**config.mk**
```make
export PLATFORM = sky130hd
export DESIGN_NAME = int8_group_dequant_dot_product_unit_flat
export DESIGN_NICKNAME = d
export VERILOG_FILES = /design/src/hw/rtl/gdq_pkg.sv /design/src/hw/rtl/gdq_if.sv /design/src/hw/rtl/gdq_lane.sv /design/src/hw/rtl/gdq_merge.sv /design/src/hw/rtl/gdq_acc.sv /design/src/hw/rtl/int8_group_dequant_dot_product_unit.sv /design/src/flat_wrapper.sv
export SDC_FILE = /design/constraint.sdc
export NUM_CORES = 2
export LEC_CHECK = 0
export CAP_MARGIN = 20
export CORE_MARGIN = 1
export CORE_UTILIZATION = 40
export DETAILED_ROUTE_END_ITERATION = 10
export DONT_BUFFER_PORTS = 1
export GPL_TIMING_DRIVEN = 0
export PLACE_DENSITY = 0.63
export SLEW_MARGIN = 40
export SYNTH_ARGS = -nofsm -noshare
export SYNTH_HDL_FRONTEND = slang
export SYNTH_SLANG_ARGS = --single-unit
```
**constraint.sdc**
```tcl
create_clock -name clk -period 13.8 [get_ports clk]
set_input_delay 1.38 -clock clk [delete_from_list [all_inputs] [get_ports clk]]
set_output_delay 1.38 -clock clk [all_outputs]
set_load 0.1 [all_outputs]
```
**src/hw/rtl/gdq_pkg.sv**
```systemverilog
// shared constants and types for the group-dequant dot product unit
`timescale 1ns / 1ps
`default_nettype none

package gdq_pkg;

  localparam int LANES_DEF  = 4;
  localparam int ACC_W_DEF  = 48;

  localparam int ACT_W      = 16;
  localparam int WGT_W      = 8;
  localparam int SCALE_W    = 16;
  localparam int PROD_W     = ACT_W + WGT_W;
  localparam int OUT_W      = 48;
  // bias product is q.15, shift up to q.27
  localparam int FRAC_ALIGN = 12;

  typedef struct packed {
    logic valid;
    logic last;
  } gdq_ctrl_t;

  typedef struct packed {
    logic signed [SCALE_W-1:0] group_scale;
    logic signed [WGT_W-1:0]   bias_weight;
    logic signed [SCALE_W-1:0] bias_scale;
  } gdq_side_t;

endpackage

`default_nettype wire

```
**src/hw/rtl/gdq_if.sv**
```systemverilog
// valid/ready channel interfaces for input items and results
`timescale 1ns / 1ps
`default_nettype none

interface gdq_in_if import gdq_pkg::*; #(
  parameter int LANES = LANES_DEF
) ();
  logic                              valid;
  logic                              ready;
  logic [LANES-1:0][ACT_W-1:0]       activation;
  logic [LANES-1:0][WGT_W-1:0]       weight;
  logic signed [SCALE_W-1:0]         group_scale;
  logic signed [WGT_W-1:0]           bias_weight;
  logic signed [SCALE_W-1:0]         bias_scale;
  logic                              last;

  modport source (
    output valid, activation, weight, group_scale, bias_weight, bias_scale, last,
    input  ready
  );
  modport sink (
    input  valid, activation, weight, group_scale, bias_weight, bias_scale, last,
    output ready
  );
endinterface

interface gdq_out_if import gdq_pkg::*; ();
  logic                    valid;
  logic                    ready;
  logic signed [OUT_W-1:0] sum_out;

  modport source (output valid, sum_out, input ready);
  modport sink (input valid, sum_out, output ready);
endinterface

`default_nettype wire

```
**src/hw/rtl/gdq_lane.sv**
```systemverilog
// one lane: registered activation times weight product
`timescale 1ns / 1ps
`default_nettype none

module gdq_lane import gdq_pkg::*; (
  input  logic                     clk,
  input  logic                     en,
  input  logic signed [ACT_W-1:0]  act,
  input  logic signed [WGT_W-1:0]  wgt,
  output logic signed [PROD_W-1:0] prod_r
);

  logic signed [PROD_W-1:0] prod_nxt;

  assign prod_nxt = act * wgt;

  always_ff @(posedge clk) begin
    if (en) begin
      prod_r <= prod_nxt;
    end
  end

endmodule

`default_nettype wire

```
**src/hw/rtl/gdq_merge.sv**
```systemverilog
// lane sum tree, group scale multiply and bias product
`timescale 1ns / 1ps
`default_nettype none

module gdq_merge import gdq_pkg::*; #(
  parameter int LANES = LANES_DEF
) (
  input  logic                          clk,
  input  logic                          rst_n,
  input  logic                          en,
  input  logic [LANES-1:0][PROD_W-1:0]  prod,
  input  gdq_ctrl_t                     ctrl_in,
  input  gdq_side_t                     side_in,
  output logic signed [PROD_W+$clog2(LANES)+SCALE_W-1:0] term_r,
  output logic signed [PROD_W-1:0]      bias_prod_r,
  output gdq_ctrl_t                     ctrl_r
);

  localparam int SUM_W  = PROD_W + $clog2(LANES);
  localparam int TERM_W = SUM_W + SCALE_W;
  localparam int P      = 1 << $clog2(LANES);

  logic signed [SUM_W-1:0]  leaf [P];
  logic signed [SUM_W-1:0]  node [2*P-1];
  logic signed [SUM_W-1:0]  sum_r;
  gdq_side_t                side_r;
  gdq_ctrl_t                ctrl2_r;
  logic signed [TERM_W-1:0] term_nxt;
  logic signed [PROD_W-1:0] bias_prod_nxt;

  // pad the tree to a power of two with zero leaves
  for (genvar g = 0; g < P; g++) begin : g_leaf
    if (g < LANES) begin : g_used
      assign leaf[g] = SUM_W'(signed'(prod[g]));
    end else begin : g_pad
      assign leaf[g] = '0;
    end
  end

  always_comb begin
    for (int i = 0; i < P; i++) begin
      node[P-1+i] = leaf[i];
    end
    for (int i = P - 2; i >= 0; i--) begin
      node[i] = node[2*i+1] + node[2*i+2];
    end
  end

  assign term_nxt      = sum_r * side_r.group_scale;
  assign bias_prod_nxt = side_r.bias_weight * side_r.bias_scale;

  always_ff @(posedge clk) begin
    if (!rst_n) begin
      ctrl2_r <= '0;
      ctrl_r  <= '0;
    end else if (en) begin
      ctrl2_r <= ctrl_in;
      ctrl_r  <= ctrl2_r;
    end
  end

  always_ff @(posedge clk) begin
    if (en) begin
      sum_r       <= node[0];
      side_r      <= side_in;
      term_r      <= term_nxt;
      bias_prod_r <= bias_prod_nxt;
    end
  end

endmodule

`default_nettype wire

```
**src/hw/rtl/gdq_acc.sv**
```systemverilog
// saturating accumulator, bias add, output clamp and result register
`timescale 1ns / 1ps
`default_nettype none

module gdq_acc import gdq_pkg::*; #(
  parameter int ACC_W  = ACC_W_DEF,
  parameter int TERM_W = PROD_W + SCALE_W
) (
  input  logic                     clk,
  input  logic                     rst_n,
  input  gdq_ctrl_t                ctrl_in,
  input  logic signed [TERM_W-1:0] term,
  input  logic signed [PROD_W-1:0] bias_prod,
  input  logic                     bias_en,
  input  logic                     out_ready,
  output logic                     en,
  output logic                     out_valid_r,
  output logic [OUT_W-1:0]         sum_out_r
);

  localparam int EW  = ((ACC_W > TERM_W) ? ACC_W : TERM_W) + 1;
  localparam int BW  = PROD_W + FRAC_ALIGN;
  localparam int BEW = ((ACC_W > BW) ? ACC_W : BW) + 1;

  logic signed [ACC_W-1:0] acc_r, acc_nxt;
  logic signed [ACC_W-1:0] fin_r;
  logic signed [ACC_W-1:0] bsum_r, bsum_nxt;
  logic signed [PROD_W-1:0] bias4_r;
  logic                    s4_v_r, s5_v_r;
  logic                    stall;

  logic signed [EW-1:0]    acc_sum;
  logic                    acc_ok;
  logic signed [BEW-1:0]   bias_ext, b_sum;
  logic                    b_ok;
  logic [OUT_W-1:0]        out_nxt;

  // accumulate with saturation to the accumulator range
  assign acc_sum = EW'(acc_r) + EW'(term);
  assign acc_ok  = (acc_sum[EW-1:ACC_W-1] == '0) || (acc_sum[EW-1:ACC_W-1] == '1);
  assign acc_nxt = acc_ok ? acc_sum[ACC_W-1:0]
                          : {acc_sum[EW-1], {(ACC_W-1){~acc_sum[EW-1]}}};

  // bias at 27 fraction bits, then the same saturation
  assign bias_ext = BEW'(bias4_r) <<< FRAC_ALIGN;
  assign b_sum    = BEW'(fin_r) + (bias_en ? bias_ext : BEW'(0));
  assign b_ok     = (b_sum[BEW-1:ACC_W-1] == '0) || (b_sum[BEW-1:ACC_W-1] == '1);
  assign bsum_nxt = b_ok ? b_sum[ACC_W-1:0] : {b_sum[BEW-1], {(ACC_W-1){~b_sum[BEW-1]}}};

  if (ACC_W > OUT_W) begin : g_clamp
    logic o_ok;
    assign o_ok    = (bsum_r[ACC_W-1:OUT_W-1] == '0) || (bsum_r[ACC_W-1:OUT_W-1] == '1);
    assign out_nxt = o_ok ? bsum_r[OUT_W-1:0]
                          : {bsum_r[ACC_W-1], {(OUT_W-1){~bsum_r[ACC_W-1]}}};
  end else begin : g_extend
    assign out_nxt = OUT_W'(bsum_r);
  end

  // only a finished result behind one blocked at the output holds the pipe
  assign stall = s5_v_r && out_valid_r && !out_ready;
  assign en    = !stall;

  always_ff @(posedge clk) begin
    if (!rst_n) begin
      acc_r       <= '0;
      s4_v_r      <= 1'b0;
      s5_v_r      <= 1'b0;
      out_valid_r <= 1'b0;
    end else begin
      if (en) begin
        if (ctrl_in.valid) begin
          acc_r <= ctrl_in.last ? '0 : acc_nxt;
        end
        s4_v_r <= ctrl_in.valid && ctrl_in.last;
        s5_v_r <= s4_v_r;
      end
      if (en && s5_v_r) begin
        out_valid_r <= 1'b1;
      end else if (out_ready) begin
        out_valid_r <= 1'b0;
      end
    end
  end

  always_ff @(posedge clk) begin
    if (en) begin
      if (ctrl_in.valid && ctrl_in.last) begin
        fin_r <= acc_nxt;
      end
      bias4_r <= bias_prod;
      bsum_r  <= bsum_nxt;
      if (s5_v_r) begin
        sum_out_r <= out_nxt;
      end
    end
  end

`ifndef SYNTHESIS
  a_acc_clear: assert property (@(posedge clk) disable iff (!rst_n)
    (en && ctrl_in.valid && ctrl_in.last) |=> (acc_r == '0))
    else $error("accumulator not cleared after last transaction");

  a_no_bias: assert property (@(posedge clk) disable iff (!rst_n)
    (en && s4_v_r && !bias_en) |=> (bsum_r == $past(fin_r)))
    else $error("result changed with bias disabled");

  a_out_src: assert property (@(posedge clk) disable iff (!rst_n)
    $rose(out_valid_r) |-> $past(s5_v_r && en))
    else $error("result raised without a finished sum");
`endif

endmodule

`default_nettype wire

```
**src/hw/rtl/int8_group_dequant_dot_product_unit.sv**
```systemverilog
// top level of the group-dequantized int8 dot product unit
//
//  channel  | dir | handshake            | payload
//  ---------+-----+----------------------+---------------------------------------------
//  in_ch    | in  | valid/ready          | activation[], weight[], group_scale,
//           |     |                      | bias_weight, bias_scale, last
//  out_ch   | out | valid/ready          | sum_out (48b signed, 27 fraction bits)
//  cfg      | in  | cfg_wr_en, no wait   | cfg_wr_data = bias_enable
//
//  one transaction per cycle while in_ch.ready is high
//  result registers in order: lane multiply, sum tree, scale multiply, accumulate, bias add, out reg
//  input stalls only while a result waits unaccepted and another finished one is behind it
//  synchronous reset clears accumulator, bias_enable and all stage valids
//  no clearing pass: the unit takes transactions right after reset
`timescale 1ns / 1ps
`default_nettype none

module int8_group_dequant_dot_product_unit import gdq_pkg::*; #(
  parameter int LANES     = LANES_DEF,
  parameter int ACC_WIDTH = ACC_W_DEF
) (
  input  logic        clk,
  input  logic        rst_n,
  input  logic        cfg_wr_en,
  input  logic        cfg_wr_data,
  gdq_in_if.sink      in_ch,
  gdq_out_if.source   out_ch
);

  localparam int TERM_W = PROD_W + $clog2(LANES) + SCALE_W;

  logic                           en;
  logic                           bias_en_r;
  gdq_ctrl_t                      s1_ctrl_r, s1_ctrl_nxt;
  gdq_side_t                      s1_side_r, s1_side_nxt;
  gdq_ctrl_t                      s3_ctrl;
  logic [LANES-1:0][PROD_W-1:0]   prod;
  logic signed [TERM_W-1:0]       term;
  logic signed [PROD_W-1:0]       bias_prod;
  logic                           out_valid;
  logic [OUT_W-1:0]               sum_out;

  // ready drops only when the output holds a blocked result and another finished one is behind it
  assign in_ch.ready = en;

  // bias enable register
  always_ff @(posedge clk) begin
    if (!rst_n) begin
      bias_en_r <= 1'b0;
    end else if (cfg_wr_en) begin
      bias_en_r <= cfg_wr_data;
    end
  end

  // stage 1 side band travels with the lane products
  assign s1_ctrl_nxt = '{valid: in_ch.valid, last: in_ch.last};
  assign s1_side_nxt = '{group_scale: in_ch.group_scale,
                         bias_weight: in_ch.bias_weight,
                         bias_scale:  in_ch.bias_scale};

  always_ff @(posedge clk) begin
    if (!rst_n) begin
      s1_ctrl_r <= '0;
    end else if (en) begin
      s1_ctrl_r <= s1_ctrl_nxt;
    end
  end

  always_ff @(posedge clk) begin
    if (en) begin
      s1_side_r <= s1_side_nxt;
    end
  end

  // lane multipliers, one per element of the transaction
  for (genvar g = 0; g < LANES; g++) begin : g_lane
    gdq_lane u_lane (
      .clk    (clk),
      .en     (en),
      .act    (in_ch.activation[g]),
      .wgt    (in_ch.weight[g]),
      .prod_r (prod[g])
    );
  end

  // sum tree, then group scale and bias products
  gdq_merge #(
    .LANES (LANES)
  ) u_merge (
    .clk         (clk),
    .rst_n       (rst_n),
    .en          (en),
    .prod        (prod),
    .ctrl_in     (s1_ctrl_r),
    .side_in     (s1_side_r),
    .term_r      (term),
    .bias_prod_r (bias_prod),
    .ctrl_r      (s3_ctrl)
  );

  // accumulate, bias, clamp and hold the result
  gdq_acc #(
    .ACC_W  (ACC_WIDTH),
    .TERM_W (TERM_W)
  ) u_acc (
    .clk         (clk),
    .rst_n       (rst_n),
    .ctrl_in     (s3_ctrl),
    .term        (term),
    .bias_prod   (bias_prod),
    .bias_en     (bias_en_r),
    .out_ready   (out_ch.ready),
    .en          (en),
    .out_valid_r (out_valid),
    .sum_out_r   (sum_out)
  );

  assign out_ch.valid   = out_valid;
  assign out_ch.sum_out = sum_out;

endmodule

`default_nettype wire
```
**src/flat_wrapper.sv**
```systemverilog
// flat-port wrapper written by rule: the top's interface ports become plain ports
module int8_group_dequant_dot_product_unit_flat import gdq_pkg::*;
#(
  parameter int LANES     = LANES_DEF,
  parameter int ACC_WIDTH = ACC_W_DEF
)
  (clk, rst_n, cfg_wr_en, cfg_wr_data, in_ch_valid, in_ch_activation, in_ch_weight, in_ch_group_scale, in_ch_bias_weight, in_ch_bias_scale, in_ch_last, in_ch_ready, out_ch_valid, out_ch_sum_out, out_ch_ready);
  gdq_in_if #(.LANES(LANES)) in_ch_i ();
  gdq_out_if out_ch_i ();
  input  logic clk;
  input  logic rst_n;
  input  logic cfg_wr_en;
  input  logic cfg_wr_data;
  input wire logic [$bits(in_ch_i.valid)-1:0] in_ch_valid;
  input wire logic [$bits(in_ch_i.activation)-1:0] in_ch_activation;
  input wire logic [$bits(in_ch_i.weight)-1:0] in_ch_weight;
  input wire logic [$bits(in_ch_i.group_scale)-1:0] in_ch_group_scale;
  input wire logic [$bits(in_ch_i.bias_weight)-1:0] in_ch_bias_weight;
  input wire logic [$bits(in_ch_i.bias_scale)-1:0] in_ch_bias_scale;
  input wire logic [$bits(in_ch_i.last)-1:0] in_ch_last;
  output wire logic [$bits(in_ch_i.ready)-1:0] in_ch_ready;
  output wire logic [$bits(out_ch_i.valid)-1:0] out_ch_valid;
  output wire logic [$bits(out_ch_i.sum_out)-1:0] out_ch_sum_out;
  input wire logic [$bits(out_ch_i.ready)-1:0] out_ch_ready;
  assign in_ch_i.valid = in_ch_valid;
  assign in_ch_i.activation = in_ch_activation;
  assign in_ch_i.weight = in_ch_weight;
  assign in_ch_i.group_scale = in_ch_group_scale;
  assign in_ch_i.bias_weight = in_ch_bias_weight;
  assign in_ch_i.bias_scale = in_ch_bias_scale;
  assign in_ch_i.last = in_ch_last;
  assign in_ch_ready = in_ch_i.ready;
  assign out_ch_valid = out_ch_i.valid;
  assign out_ch_sum_out = out_ch_i.sum_out;
  assign out_ch_i.ready = out_ch_ready;
  int8_group_dequant_dot_product_unit #(.LANES(LANES), .ACC_WIDTH(ACC_WIDTH)) u_core (.clk(clk), .rst_n(rst_n), .cfg_wr_en(cfg_wr_en), .cfg_wr_data(cfg_wr_data), .in_ch(in_ch_i), .out_ch(out_ch_i));
endmodule
```
==> reports/results.tsv <==
stage	metric	value	unit
yosys	flip-flop and latch count after synthesis	494	
worst_setup_path	Worst EP required	14160	ps
drt	total iterations of the first detailed-routing run	8	
worst_setup_path	data arrival time at the worst-slack endpoint	8300	ps
floorplan	ports placed on the boundary	193	
yosys	combined area of all synthesized cells	59500	um^2
clocking	CTS Root Buffer Type	sky130_fd_sc_hd__clkbuf_16	
sta	slew at the pin closest to its max-slew limit	895	ps
drt	remaining design rule violation count	0	
final_layout	fraction of the core area covered by cells at the end of the flow	0.435	
yosys	fraction of registers with async set/reset	0	
sta	Worst slew margin	0.405	
yosys	post-synthesis net count	7319	
sta	minimum clock period after layout	7940	ps
grt	vias in the first global route	41400	
placement	count of placed standard cells including taps	7713	
drt	routed vias	39100	
sta	Peak Freq	126	MHz
worst_setup_path	worst flop-to-flop path endpoint	u_core.u_merge.term_r[39]	
clocking	CTS tree	built	
yosys	Post-Synth Adder-Cell Area	0.419	
yosys	Post-Synthesis Cells	5772	
clocking	later-pin clock latency in the skew report	680	ps
yosys	Mapped Avg Cell Area	10.3	um^2
job	max-capacitance violation count	0	
clocking	number of setup buffers added after CTS	0	
grt	Congestion Overflow GR	0	
clocking	cts repair resizes	0	
final_layout	number of fill cells in the layout	13900	
sta	Worst Clk Skew	48.9	ps
floorplan	core box area	148000	um^2
final_layout	final net count	7390	
worst_hold_path	Min-Delay Startpoint	u_core.s1_side_r[18]	
sta	max-slew violation count	0	
worst_setup_path	worst setup path end	u_core.u_merge.term_r[39]	
yosys	compound-gate portion of the synthesized area	0.0802	
yosys	Synth Area in Simple Gates	0.141	
floorplan	initial core utilization	0.403	
drt	Iteration-0 DRC Markers	1867	
yosys	multiplexer fraction of the synthesized cell area	0.000947	
grt	wire length of the first global-routing pass	221	mm
worst_setup_path	critical path launch point type	register	
sta	final number of setup-violating endpoints	0	
worst_setup_path	worst setup path category	register to register	
worst_setup_path	FF-to-FF Start	u_core.u_merge.side_r[27]	
clocking	Clock transition at path regs	60	ps
drt	routed vias/inst	5.00	
placement	global placer's final weighted congestion	0.917	
sta	hold slack	372	ps
drt	per-cell routed wire length	17.1	um
clocking	hold_buf cts	0	
floorplan	number of cell rows	141	
yosys	share of the synthesized netlist area taken by xor and xnor gates	0.0361	
floorplan	Die Wd	388	um
clocking	total clock buffers created by CTS	58	
grt	number of antenna violations at the first check in global routing	2	
worst_setup_path	Critical Path Start	u_core.u_merge.side_r[27]	
placement	dpl hpwl	113	mm
worst_setup_path	R2R cell count	20	
worst_setup_path	register-to-register setup slack	5860	ps
final_layout	Synth-to-Final Area Change	7.97	%
yosys	count of flip-flops with a built-in enable after synthesis	436	
sta	RSZ-0062 raised after global routing	no	
worst_setup_path	Worst Setup End Kind	register	
sta	final number of hold-violating endpoints	0	
yosys	Synth cell types	95	
drt	final wirelength	134	mm
yosys	combinational family with the most area after synthesis	adder cells	
final_layout	antenna fix cells	0	
drt	number of nets with antenna violations after routing	0	
final_layout	post-route insts no fill	7822	
worst_setup_path	maximum fanout along the worst path	10	
sta	final worst path period share	0.575	
clocking	total clock sinks	494	
grt	pin count of the biggest net entering global routing	68	
grt	Global Route Usage Sum	0.184	
clocking	H-tree depth	2	
yosys	top_reg_cell synth	sky130_fd_sc_hd__edfxtp_1	
floorplan	area enclosed by the die boundary	150000	um^2
sta	setup slack after layout	5860	ps
clocking	maximum buffer depth of the clock tree	3	
yosys	portion of the post-synthesis area used by sequential elements	0.240	
floorplan	Die Ht	388	um
status	result of the run	finished clean	
final_layout	fraction of layout instances using a drive strength above 1	0.0394	
yosys	Synth warnings	0	
placement	number of buffer cells added on primary ports	0	
placement	setup slack at placement	5960	ps
worst_hold_path	path class of the lowest-slack min-delay path	register to register	
## routing by layer
| layer | track usage | up-vias | routed length [um] |
|---|---|---|---|
| met5 | 0 | - | 9 |
| met4 | 0.0551 | 2 | 4180 |
| met3 | 0.0270 | 185 | 7060 |
| met2 | 0.326 | 908 | 67700 |
| met1 | 0.231 | 19700 | 55000 |
| li1 | - | 18400 | - |
## kinds of logic (layout without fill, tap and decap cells)
group,count (synthesis),in the layout
simple gates,1635,1635
fa+ha+maj,1410,1410
buf+inv,1291,1411
compound gates,692,692
flops,494,494
xor+xnor,245,245
mux,5,5
## cells in the final DEF, fill, tap and decap left out, types with 18 or more instances in the layout
cell / instances
sky130_fd_sc_hd__inv_1: 1137
sky130_fd_sc_hd__fa_1: 968
sky130_fd_sc_hd__and2_1: 582
sky130_fd_sc_hd__nand2_1: 561
sky130_fd_sc_hd__ha_1: 436
sky130_fd_sc_hd__edfxtp_1: 436
sky130_fd_sc_hd__a21oi_1: 193
sky130_fd_sc_hd__xnor2_1: 177
sky130_fd_sc_hd__nor2_1: 145
sky130_fd_sc_hd__clkbuf_1: 131
sky130_fd_sc_hd__o21ai_0: 128
sky130_fd_sc_hd__nand2b_1: 112
sky130_fd_sc_hd__a21o_1: 85
sky130_fd_sc_hd__xor2_1: 68
sky130_fd_sc_hd__clkbuf_16: 58
sky130_fd_sc_hd__dfxtp_1: 57
sky130_fd_sc_hd__nand3_1: 54
sky130_fd_sc_hd__nor3_1: 41
sky130_fd_sc_hd__o211ai_2: 41
sky130_fd_sc_hd__nor2b_1: 36
sky130_fd_sc_hd__and3_1: 31
sky130_fd_sc_hd__o21a_1: 26
sky130_fd_sc_hd__a31oi_1: 22
sky130_fd_sc_hd__o21bai_1: 22
sky130_fd_sc_hd__o211ai_1: 19
sky130_fd_sc_hd__o21ai_1: 18
sky130_fd_sc_hd__buf_2: 18
## worst min path at each step
stage	end	slack (ps)	cells past startpoint
global placement	u_core.u_acc.sum_out_r[46]	400	0
floorplan	u_core.u_acc.bias4_r[0]	400	0
finish	u_core.u_merge.side_r[18]	370	0
detailed placement	u_core.u_acc.sum_out_r[11]	400	0
global route	u_core.u_merge.side_r[20]	390	0
CTS	u_core.u_merge.side_r[18]	380	0
## layout make-up
class	instances	area, um^2	area share
multi-input combinational	3987	40300	0.628
sequential	494	14300	0.222
inverter	1138	4280	0.0666
tap	1930	2410	0.0376
clock buffer	64	1480	0.0231
buffer	153	661	0.0103
clock inverter	45	536	0.00834
timing repair buffer	11	283	0.00440
## worst max-delay path, stage by stage (launching register included)
cell	delay (ps)
sky130_fd_sc_hd__edfxtp_1	780
sky130_fd_sc_hd__clkbuf_1	500
sky130_fd_sc_hd__nand2_1	150
sky130_fd_sc_hd__fa_1	500
sky130_fd_sc_hd__fa_1	580
sky130_fd_sc_hd__fa_1	440
sky130_fd_sc_hd__fa_1	540
sky130_fd_sc_hd__inv_1	50
sky130_fd_sc_hd__fa_1	490
sky130_fd_sc_hd__fa_1	410
sky130_fd_sc_hd__ha_1	340
sky130_fd_sc_hd__a21o_1	170
sky130_fd_sc_hd__a21oi_1	270
sky130_fd_sc_hd__nand4_1	220
sky130_fd_sc_hd__a2111oi_2	420
sky130_fd_sc_hd__o211ai_1	250
sky130_fd_sc_hd__a32o_1	350
sky130_fd_sc_hd__a2111oi_1	640
sky130_fd_sc_hd__o21bai_1	260
sky130_fd_sc_hd__nand4_1	140
sky130_fd_sc_hd__o211ai_1	110
## synth_stat cells (all sizes together) (26+ instances only)
master	instances	share of area
o21a	26	0.0033
xor2	68	0.010
a21o	86	0.011
and2	582	0.061
o21ai	148	0.013
nor2b	37	0.0039
nor2	146	0.0093
edfxtp	436	0.22
buf	27	0.0032
nand2b	112	0.012
fa	968	0.33
dfxtp	58	0.020
a21oi	196	0.017
inv	1137	0.072
nor3	43	0.0039
nand3	55	0.0047
nand2	561	0.035
and3	32	0.0034
ha	436	0.092
clkbuf	126	0.0080
xnor2	177	0.026
o211ai	60	0.011
## sequential cells by signal, indices dropped and copies added, names as in the netlist, 2 cells and up
signal                       flops
u_core.g_lane.u_lane.prod_r     96
u_core.s1_ctrl_r                 2
u_core.s1_side_r                40
u_core.u_acc.acc_r              48
u_core.u_acc.bias4_r            24
u_core.u_acc.bsum_r             48
u_core.u_acc.fin_r              48
u_core.u_acc.sum_out_r          48
u_core.u_merge.bias_prod_r      24
u_core.u_merge.ctrl2_r           2
u_core.u_merge.ctrl_r            2
u_core.u_merge.side_r           40
u_core.u_merge.sum_r            26
u_core.u_merge.term_r           42
## stage by stage
step	TNS [ps]	area [um^2]
5_1_grt	0	64200
6_report	0	64200
3_3_place_gp	-1040490	61900
4_1_cts	0	64200
2_1_floorplan	0	59500
3_5_place_dp	0	62200
Power is left out: the tool's default activity adds up to more than one toggle a clock period on the data nets, which glitch-free logic cannot reach.
